==> config.mk <==
export PLATFORM = sky130hd
export DESIGN_NAME = toy_register_machine_executor
export DESIGN_NICKNAME = d
export VERILOG_FILES = /design/src/rtl/trme_pkg.sv /design/src/rtl/trme_ram.sv /design/src/rtl/trme_queue.sv /design/src/rtl/trme_divider.sv /design/src/rtl/trme_exec.sv /design/src/rtl/toy_register_machine_executor.sv
export SDC_FILE = /design/constraint.sdc
export NUM_CORES = 2
export LEC_CHECK = 0
export ABC_AREA = 1
export BUFFER_PORTS_ARGS = -buffer_cell sky130_fd_sc_hd__buf_2
export CAP_MARGIN = 20
export CORE_ASPECT_RATIO = 0.6
export CORE_UTILIZATION = 30
export CTS_CLUSTER_SIZE = 28
export DETAILED_ROUTE_END_ITERATION = 7
export SKIP_CTS_REPAIR_TIMING = 1
export SLEW_MARGIN = 20
export SYNTH_ARGS = -nofsm -noshare
export SYNTH_HDL_FRONTEND = slang
export SYNTH_HIERARCHICAL = 1
export SYNTH_SLANG_ARGS = --single-unit
==> constraint.sdc <==
create_clock -name clk -period 11.2 [get_ports clk]
set_input_delay 0.56 -clock clk [delete_from_list [all_inputs] [get_ports clk]]
set_output_delay 0.56 -clock clk [all_outputs]
set_load 0.05 [all_outputs]
==> src/rtl/trme_pkg.sv <==
`timescale 1ns / 1ps
`default_nettype none
// ----------------------------------------------------------------------------
// trme_pkg
// Shared types and codes of the toy register machine executor.
// ----------------------------------------------------------------------------
package trme_pkg;

  localparam int StackDepthDef = 32;
  localparam int RegCount      = 26;
  localparam int ProgDepthDef  = 256;

  typedef enum logic [4:0] {
    OP_MOV  = 5'd0,  OP_INC = 5'd1,  OP_DEC = 5'd2,  OP_ADD = 5'd3,
    OP_SUB  = 5'd4,  OP_MUL = 5'd5,  OP_DIV = 5'd6,  OP_JMP = 5'd7,
    OP_CMP  = 5'd8,  OP_JNE = 5'd9,  OP_JE  = 5'd10, OP_JGE = 5'd11,
    OP_JG   = 5'd12, OP_JLE = 5'd13, OP_JL  = 5'd14, OP_CALL = 5'd15,
    OP_RET  = 5'd16, OP_MSG = 5'd17, OP_END = 5'd18
  } opcode_t;

  localparam logic [2:0] ST_OK     = 3'd0;
  localparam logic [2:0] ST_MSG    = 3'd1;
  localparam logic [2:0] ST_END    = 3'd2;
  localparam logic [2:0] ST_OVER   = 3'd3;
  localparam logic [2:0] ST_UNDER  = 3'd4;
  localparam logic [2:0] ST_DIVZ   = 3'd5;
  localparam logic [2:0] ST_HALTED = 3'd6;

  localparam logic [1:0] CMP_EQ = 2'd0;
  localparam logic [1:0] CMP_LT = 2'd1;
  localparam logic [1:0] CMP_GT = 2'd2;

  // Queue entry between front and back: one instruction.
  typedef struct packed {
    logic [4:0]  opcode;
    logic [4:0]  dest_reg;
    logic [4:0]  src_reg;
    logic        src_is_const;
    logic        first_is_const;
    logic [31:0] first_const;
    logic [31:0] src_const;
    logic [7:0]  target_pc;
  } instr_t;

  localparam int InstrW = $bits(instr_t);

endpackage
`default_nettype wire

==> src/rtl/trme_ram.sv <==
`timescale 1ns / 1ps
`default_nettype none
// ----------------------------------------------------------------------------
// trme_ram
// Generic single-port-write, single-port-read RAM with registered read.
// ----------------------------------------------------------------------------
module trme_ram #(
  parameter int Width = 8,
  parameter int Depth = 32
) (
  input  wire logic                     clk,
  input  wire logic                     we,
  input  wire logic [$clog2(Depth)-1:0] waddr,
  input  wire logic [Width-1:0]         wdata,
  input  wire logic [$clog2(Depth)-1:0] raddr,
  output logic      [Width-1:0]         rdata
);
  logic [Width-1:0] mem [Depth];

  always_ff @(posedge clk) begin
    if (we) begin
      mem[waddr] <= wdata;
    end
    rdata <= mem[raddr];
  end
endmodule
`default_nettype wire

==> src/rtl/trme_queue.sv <==
`timescale 1ns / 1ps
`default_nettype none
// ----------------------------------------------------------------------------
// trme_queue
// Two-entry instruction queue between front and back.
// ----------------------------------------------------------------------------
module trme_queue (
  input  wire logic              clk,
  input  wire logic              rst,
  input  wire logic              in_valid,
  output logic                   in_ready,
  input  wire trme_pkg::instr_t  in_data,
  output logic                   out_valid,
  input  wire logic              out_ready,
  output trme_pkg::instr_t       out_data
);
  trme_pkg::instr_t slot [2];
  logic       wptr, rptr;
  logic [1:0] count;
  logic       push, pop;

  assign in_ready  = (count != 2'd2);
  assign out_valid = (count != 2'd0);
  assign out_data  = slot[rptr];
  assign push = in_valid && in_ready;
  assign pop  = out_valid && out_ready;

  always_ff @(posedge clk) begin
    if (rst) begin
      wptr  <= 1'b0;
      rptr  <= 1'b0;
      count <= 2'd0;
    end else begin
      if (push) begin
        wptr <= ~wptr;
      end
      if (pop) begin
        rptr <= ~rptr;
      end
      count <= count + {1'b0, push} - {1'b0, pop};
    end
    if (push) begin
      slot[wptr] <= in_data;
    end
  end

  assert property (@(posedge clk) disable iff (rst) count <= 2'd2)
    else $error("queue count out of range");
  assert property (@(posedge clk) disable iff (rst)
    (push && !pop) |=> count == $past(count) + 2'd1)
    else $error("queue push not counted");
  assert property (@(posedge clk) disable iff (rst)
    (count == 2'd0) |-> !out_valid)
    else $error("empty queue shows data");
endmodule
`default_nettype wire

==> src/rtl/trme_divider.sv <==
`timescale 1ns / 1ps
`default_nettype none
// ----------------------------------------------------------------------------
// trme_divider
// Signed 32-bit restoring divider, one quotient bit per cycle, truncating.
// ----------------------------------------------------------------------------
module trme_divider (
  input  wire logic        clk,
  input  wire logic        rst,
  input  wire logic        start,
  input  wire logic [31:0] dividend,
  input  wire logic [31:0] divisor,
  output logic             done,
  output logic [31:0]      quotient
);
  logic        busy;
  logic [5:0]  cnt;
  logic [31:0] rem, quo, dsr;
  logic        neg;
  logic [32:0] trial;

  assign trial = {rem[31:0], quo[31]} - {1'b0, dsr};

  always_ff @(posedge clk) begin
    if (rst) begin
      busy <= 1'b0;
      done <= 1'b0;
      cnt  <= 6'd0;
    end else begin
      done <= 1'b0;
      if (start && !busy) begin
        busy <= 1'b1;
        cnt  <= 6'd32;
        rem  <= 32'd0;
        quo  <= dividend[31] ? (32'd0 - dividend) : dividend;
        dsr  <= divisor[31] ? (32'd0 - divisor) : divisor;
        neg  <= dividend[31] ^ divisor[31];
      end else if (busy) begin
        if (cnt == 6'd0) begin
          busy     <= 1'b0;
          done     <= 1'b1;
          quotient <= neg ? (32'd0 - quo) : quo;
        end else begin
          cnt <= cnt - 6'd1;
          if (!trial[32]) begin
            rem <= trial[31:0];
            quo <= {quo[30:0], 1'b1};
          end else begin
            rem <= {rem[30:0], quo[31]};
            quo <= {quo[30:0], 1'b0};
          end
        end
      end
    end
  end

  assert property (@(posedge clk) disable iff (rst) done |-> !busy)
    else $error("divider done while busy");
  assert property (@(posedge clk) disable iff (rst) busy |-> cnt <= 6'd32)
    else $error("divider count out of range");
  assert property (@(posedge clk) disable iff (rst) done |=> !done)
    else $error("divider done held");
endmodule
`default_nettype wire

==> src/rtl/trme_exec.sv <==
`timescale 1ns / 1ps
`default_nettype none
// ----------------------------------------------------------------------------
// trme_exec
// Back end: executes one queued instruction on register file, flags and stack.
// ----------------------------------------------------------------------------
module trme_exec #(
  parameter int StackDepth = trme_pkg::StackDepthDef
) (
  input  wire logic             clk,
  input  wire logic             rst,
  input  wire logic             in_valid,
  output logic                  in_ready,
  input  wire trme_pkg::instr_t in_data,
  output logic                  out_valid,
  input  wire logic             out_ready,
  output logic [7:0]            out_next_pc,
  output logic [2:0]            out_status,
  output logic [31:0]           out_message
);
  localparam int ProgDepth = trme_pkg::ProgDepthDef;
  localparam int SaW = $clog2(StackDepth);
  localparam int SlW = $clog2(StackDepth + 1);
  localparam int PcW = $clog2(ProgDepth);

  typedef enum logic [2:0] {S_IDLE, S_EXEC, S_POP, S_DIV, S_MUL, S_OUT} state_t;

  state_t           state;
  trme_pkg::instr_t ins;
  logic [31:0]      regs [trme_pkg::RegCount];
  logic [1:0]       cmp_res;
  logic [PcW-1:0]   pc;
  logic [SlW-1:0]   sp;
  logic             halted;
  logic [31:0]      d, s, first, prod;
  logic [PcW-1:0]   seq, target;
  logic             take;
  logic             div_start, div_done;
  logic [31:0]      div_q;
  logic             st_we;
  logic [SaW-1:0]   st_waddr, st_raddr;
  logic [PcW-1:0]   st_rdata;

  assign d = (ins.dest_reg < 5'd26) ? regs[ins.dest_reg] : 32'd0;
  assign s = ins.src_is_const ? ins.src_const :
             ((ins.src_reg < 5'd26) ? regs[ins.src_reg] : 32'd0);
  assign first  = ins.first_is_const ? ins.first_const : d;
  assign seq    = pc + PcW'(1);
  assign target = PcW'(ins.target_pc);
  assign in_ready  = (state == S_IDLE);
  assign div_start = (state == S_EXEC) && !halted && ins.opcode == trme_pkg::OP_DIV
                     && s != 32'd0;
  assign st_we    = (state == S_EXEC) && !halted && ins.opcode == trme_pkg::OP_CALL
                    && sp < SlW'(StackDepth);
  assign st_waddr = sp[SaW-1:0];
  assign st_raddr = SaW'(sp - SlW'(1));

  always_comb begin
    unique case (ins.opcode)
      trme_pkg::OP_JNE: take = cmp_res != trme_pkg::CMP_EQ;
      trme_pkg::OP_JE:  take = cmp_res == trme_pkg::CMP_EQ;
      trme_pkg::OP_JGE: take = cmp_res != trme_pkg::CMP_LT;
      trme_pkg::OP_JG:  take = cmp_res == trme_pkg::CMP_GT;
      trme_pkg::OP_JLE: take = cmp_res != trme_pkg::CMP_GT;
      trme_pkg::OP_JL:  take = cmp_res == trme_pkg::CMP_LT;
      trme_pkg::OP_JMP: take = 1'b1;
      default:          take = 1'b0;
    endcase
  end

  trme_ram #(.Width(PcW), .Depth(StackDepth)) u_stack (
    .clk(clk), .we(st_we), .waddr(st_waddr), .wdata(seq),
    .raddr(st_raddr), .rdata(st_rdata)
  );

  trme_divider u_div (
    .clk(clk), .rst(rst), .start(div_start), .dividend(d), .divisor(s),
    .done(div_done), .quotient(div_q)
  );

  always_ff @(posedge clk) begin
    if (rst) begin
      state     <= S_IDLE;
      out_valid <= 1'b0;
      cmp_res   <= trme_pkg::CMP_EQ;
      pc        <= '0;
      sp        <= '0;
      halted    <= 1'b0;
      for (int i = 0; i < trme_pkg::RegCount; i++) begin
        regs[i] <= 32'd0;
      end
    end else begin
      unique case (state)
        S_IDLE: begin
          if (in_valid) begin
            ins   <= in_data;
            state <= S_EXEC;
          end
        end
        S_EXEC: begin
          out_status  <= trme_pkg::ST_OK;
          out_message <= 32'd0;
          out_next_pc <= 8'(seq);
          state       <= S_OUT;
          if (halted) begin
            out_status  <= trme_pkg::ST_HALTED;
            out_next_pc <= 8'(pc);
          end else begin
            pc <= seq;
            unique case (ins.opcode)
              trme_pkg::OP_MOV: if (ins.dest_reg < 5'd26) regs[ins.dest_reg] <= s;
              trme_pkg::OP_INC: if (ins.dest_reg < 5'd26) regs[ins.dest_reg] <= d + 32'd1;
              trme_pkg::OP_DEC: if (ins.dest_reg < 5'd26) regs[ins.dest_reg] <= d - 32'd1;
              trme_pkg::OP_ADD: if (ins.dest_reg < 5'd26) regs[ins.dest_reg] <= d + s;
              trme_pkg::OP_SUB: if (ins.dest_reg < 5'd26) regs[ins.dest_reg] <= d - s;
              trme_pkg::OP_MUL: begin
                prod  <= d * s;
                state <= S_MUL;
              end
              trme_pkg::OP_DIV: begin
                if (s == 32'd0) begin
                  out_status  <= trme_pkg::ST_DIVZ;
                  out_next_pc <= 8'(pc);
                  pc          <= pc;
                end else begin
                  state <= S_DIV;
                end
              end
              trme_pkg::OP_CMP: begin
                if (first == s) begin
                  cmp_res <= trme_pkg::CMP_EQ;
                end else if ($signed(first) < $signed(s)) begin
                  cmp_res <= trme_pkg::CMP_LT;
                end else begin
                  cmp_res <= trme_pkg::CMP_GT;
                end
              end
              trme_pkg::OP_CALL: begin
                if (sp >= SlW'(StackDepth)) begin
                  out_status  <= trme_pkg::ST_OVER;
                  out_next_pc <= 8'(pc);
                  pc          <= pc;
                end else begin
                  sp          <= sp + SlW'(1);
                  pc          <= target;
                  out_next_pc <= 8'(target);
                end
              end
              trme_pkg::OP_RET: begin
                if (sp == '0) begin
                  out_status  <= trme_pkg::ST_UNDER;
                  out_next_pc <= 8'(pc);
                  pc          <= pc;
                end else begin
                  sp    <= sp - SlW'(1);
                  state <= S_POP;
                end
              end
              trme_pkg::OP_MSG: begin
                out_status  <= trme_pkg::ST_MSG;
                out_message <= d;
              end
              trme_pkg::OP_END: begin
                out_status  <= trme_pkg::ST_END;
                out_next_pc <= 8'(pc);
                pc          <= pc;
                halted      <= 1'b1;
              end
              default: begin
                if (take) begin
                  pc          <= target;
                  out_next_pc <= 8'(target);
                end
              end
            endcase
          end
          if (state != S_EXEC || !(ins.opcode == trme_pkg::OP_MUL)) begin
            out_valid <= 1'b0;
          end
        end
        S_POP: begin
          pc          <= st_rdata;
          out_next_pc <= 8'(st_rdata);
          state       <= S_OUT;
        end
        S_MUL: begin
          if (ins.dest_reg < 5'd26) regs[ins.dest_reg] <= prod;
          state <= S_OUT;
        end
        S_DIV: begin
          if (div_done) begin
            if (ins.dest_reg < 5'd26) regs[ins.dest_reg] <= div_q;
            state <= S_OUT;
          end
        end
        S_OUT: begin
          if (!out_valid) begin
            out_valid <= 1'b1;
          end else if (out_ready) begin
            out_valid <= 1'b0;
            state     <= S_IDLE;
          end
        end
        default: state <= S_IDLE;
      endcase
    end
  end

  assert property (@(posedge clk) disable iff (rst) sp <= SlW'(StackDepth))
    else $error("stack level above depth");
  assert property (@(posedge clk) disable iff (rst) out_valid |-> state == S_OUT)
    else $error("result shown outside output state");
  assert property (@(posedge clk) disable iff (rst)
    $rose(halted) |-> out_status == trme_pkg::ST_END)
    else $error("halt without end status");
endmodule
`default_nettype wire

==> src/rtl/toy_register_machine_executor.sv <==
`timescale 1ns / 1ps
`default_nettype none
// ----------------------------------------------------------------------------
// toy_register_machine_executor
// Executes one decoded instruction per item on 26 registers with a call stack.
// ----------------------------------------------------------------------------
// An item is taken into a two-entry queue as soon as there is room, and the
// execution unit works one instruction at a time: most instructions pass
// through queue, execute, output register and handshake; mul and ret also
// pass through the multiplier register or the stack RAM read, and div by a
// nonzero value waits for the one-bit-per-cycle divider.
module toy_register_machine_executor #(
  parameter int StackDepth = trme_pkg::StackDepthDef
) (
  input  wire logic        clk,
  input  wire logic        rst,
  input  wire logic        s_tvalid,
  output logic             s_tready,
  // opcode[4:0] dest_reg[9:5] src_reg[14:10] src_is_const[15]
  // first_is_const[16] first_const[48:17] src_const[80:49] target_pc[88:81]
  input  wire logic [95:0] s_tdata,
  output logic             m_tvalid,
  input  wire logic        m_tready,
  // next_pc[7:0] status[10:8] message_value[42:11]
  output logic [47:0]      m_tdata
);
  trme_pkg::instr_t in_ins, q_ins;
  logic             q_valid, q_ready;
  logic [7:0]       npc;
  logic [2:0]       status;
  logic [31:0]      msg;

  assign in_ins.opcode         = s_tdata[4:0];
  assign in_ins.dest_reg       = s_tdata[9:5];
  assign in_ins.src_reg        = s_tdata[14:10];
  assign in_ins.src_is_const   = s_tdata[15];
  assign in_ins.first_is_const = s_tdata[16];
  assign in_ins.first_const    = s_tdata[48:17];
  assign in_ins.src_const      = s_tdata[80:49];
  assign in_ins.target_pc      = s_tdata[88:81];

  trme_queue u_queue (
    .clk(clk), .rst(rst), .in_valid(s_tvalid), .in_ready(s_tready),
    .in_data(in_ins), .out_valid(q_valid), .out_ready(q_ready), .out_data(q_ins)
  );

  trme_exec #(.StackDepth(StackDepth)) u_exec (
    .clk(clk), .rst(rst), .in_valid(q_valid), .in_ready(q_ready), .in_data(q_ins),
    .out_valid(m_tvalid), .out_ready(m_tready), .out_next_pc(npc),
    .out_status(status), .out_message(msg)
  );

  assign m_tdata = {5'd0, msg, status, npc};
endmodule
`default_nettype wire
==> run summary <==
Critical Path Fanout Max: 105
Yosys top cell by area: edfxtp_1
Synth cell types: 71
Cells after synthesis: 13711
Largest net degree at the start of global routing: 184
Dominant synthesized flop cell: edfxtp_1
DR vias: 105683
Detailed Routing Iterations Pass 1: 8
RSZ-0062 raised after global routing: false
Dpl hpwl: 333000 µm
Root Driver: clkbuf_16
Final hold violations: 0
DRT antenna net count: 0
Asr flop ratio synth: 0
Placer Congestion: 1.04
Nets@finish: 14566
Area of the multi-input gates: 0.0552 mm²
First-pass GRT wire length: 697000 µm
Setup crit end kind: flop
Total gr overflow: 0
CTS sink cnt: 1803
Post-synth EDFFs: 1751
Post-route DRC: 2
Reg2reg end: u_exec/prod[31]
Worst EP arrival: 11110 ps
CP startpoint kind: flop
DR iter-0 viols: 18335
Post-route cell area: 0.130 mm²
Die height: 486 µm
Placed cell area: 0.124 mm²
Reg2Reg Setup Slack: 680 ps
Num CTS Buffers: 178
Slew Limit Fails: 0
#FFs+latches synth: 1803
Fillers: 40150
Tmin final: 10520 ps
Worst slew pin tran: 1180 ps
Overall routing resource usage: 0.242
Mapped Area: 0.117 mm²
Worst path top cell family by delay: adder cells
Fmax: 95.0 MHz
Drt wl/cell: 26.1 µm
Routed WL: 499000 µm
CTS tree: yes
Max Cap Viol: 0
Top-area cell type share of the netlist area: 0.449
Worst-case clock skew: 134 ps
Number of global-route vias before repair: 94770
H-tree level count: 4
Critical Path RT: 11790 ps
YS warnings: 6
Top cells by area, synth: edfxtp_1, nand2_1, fa_1
Top Ports: 150
FF+latch area: 0.0537 mm²
Final setup viols: 0
Register area share after synthesis: 0.458
Die X: 809 µm
Crit. path cell count: 35
Failing checks: DRC
Die area: 0.393 mm²
Clock buffer depth: 4
CP peak stage delay: 720 ps
Core area: 0.388 mm²
Crit path max-delay cell type: clkinv_1
CP endpoint: u_exec/prod[31]
Reg2reg path depth: 35
Status: complete, but fails checks
Buffer and inverter count on the worst path: 8
Share of post-route cells with drive strength above 1: 0.0895
Area Overhead vs Synth: 11.2%
Clock transition at path regs: 70 ps
Type of the tightest min-delay check: in -> reg
Port-buffer cells: 137
Initial Utilization: 0.302
Clock latency on the worst-skew pair: 910 ps
Final period utilization: 0.939
DR vias/cell: 5.53
Slew HR: 0.211
Row count: 177
Mean area per synthesized cell: 8.55 µm²
TNS Setup: 0 ps
Setup CP Type: reg -> reg
Initial antenna violation count: 32
[placed cells by master, fill, tap and decap left out, drive strengths merged, types with 14 or more instances in the layout]
cell,Yosys,final
clkinv,18,75
fa,411,411
mux2,89,89
conb,2,197
clkbuf,405,220
o211ai,68,68
inv,1149,1156
nand4,58,58
o21a,18,18
a21oi,1109,1109
nor3,69,69
nand3b,22,22
dlygate4sd3,0,90
o21ai,761,761
xnor2,33,33
bufinv,0,19
ha,262,262
nand3,1404,1404
buf,516,538
o22ai,136,136
dfxtp,52,52
xor2,148,148
a31oi,14,14
nand2,3686,3686
nor2,1365,1365
o31ai,35,35
diode,0,14
edfxtp,1751,1751
o221ai,36,36
[tightest hold or removal path, delay by kind of cell]
kind	cells	cell delay, ps
AO/OA/AOI/OAI	1	70
buffers and inverters	1	70
AND/OR/NAND/NOR	2	260
[registers in the layout (all words and copies together) (netlist names), 2 cells and up, named ones only]
register / flops
u_exec/pc: 8
u_exec/out_status: 3
u_exec/ins: 81
u_exec/regs: 1024
u_exec/u_stack/mem: 256
u_queue/count: 2
u_exec/out_next_pc: 8
u_queue/slot: 178
u_exec/out_message: 32
u_exec/u_div/quotient: 32
u_exec/u_div/cnt: 6
u_exec/u_div/rem: 32
u_exec/target: 8
u_exec/sp: 6
u_exec/u_stack/rdata: 8
u_exec/u_div/dsr: 32
u_exec/prod: 32
u_exec/state: 3
u_exec/u_div/quo: 32
u_exec/cmp_res: 2
[worst min path at each step]
stage / to / from / cells past startpoint
final: u_exec/out_valid / m_tready / 4
after global routing: u_exec/out_valid / m_tready / 4
after CTS: u_queue/slot[0][47] / s_tdata[24] / 1
after detailed placement: u_exec/u_div/cnt[0] / u_exec/u_div/cnt[0] / 2
after global placement: u_exec/u_div/cnt[0] / u_exec/u_div/cnt[0] / 2
after floorplan: flop / u_exec/ins[74] / 2
[kinds of logic (layout without fill, tap and decap cells)]
| kind of cell | Yosys count | after routing | synth area share |
|---|---|---|---|
| and+or+nand+nor | 6628 | 6628 | 0.236 |
| AOI/OAI and AO/OA | 2247 | 2247 | 0.106 |
| buffers and inverters | 2088 | 2102 | 0.0801 |
| DFF | 1803 | 1803 | 0.458 |
| adders and majority gates | 673 | 673 | 0.0982 |
| xor gates and xnor gates | 181 | 181 | 0.0135 |
| muxes | 89 | 89 | 0.00887 |
| other | 2 | 211 | 0.0000641 |
[metrics by stage]
step	cells	utilization	setup WS, ps	hold WS [ps]
6_report	19125	0.336	678	145
5_1_grt	19112	0.336	441	96.3
4_1_cts	19021	0.333	1030	-206
3_5_place_dp	18714	0.319	1100	462
3_3_place_gp	18712	0.319	1190	456
2_1_floorplan	13906	-	2940	412
[Yosys cell counts (all sizes together), types with 14 or more instances]
cell type and n:
xnor2 33, o21a 18, ha 262, fa 411
o22ai 136, a21oi 1109, o211ai 68, xor2 148
o31ai 35, nand3b 22, o21ai 761, nor3 69
a31oi 14, edfxtp 1751, o221ai 36, clkbuf 405
nor2 1365, nand4 58, mux2 89, nand2 3686
inv 1149, nand3 1404, buf 516, clkinv 18
dfxtp 52
[routing by layer]
layer	vias up	share of wire	GRT usage
li1	45765	-	-
met1	50546	0.42	0.361
met2	8266	0.36	0.302
met3	1076	0.18	0.108
met4	30	0.038	0.0774
met5	-	0.0012	0
[final cells by class]
type                            instances  share of cell area
Clock buffer                          220              0.0354
Inverter                             1167              0.0341
Multi-Input combinational cell      10015               0.423
Timing Repair Buffer                  628              0.0382
Sequential cell                      1803               0.412
Antenna cell                           14            0.000269
Clock inverter                         87             0.00736
Tap cell                             5191              0.0498
Power is left out: the tool's default activity adds up to more than one toggle a clock period on the data nets, which glitch-free logic cannot reach.
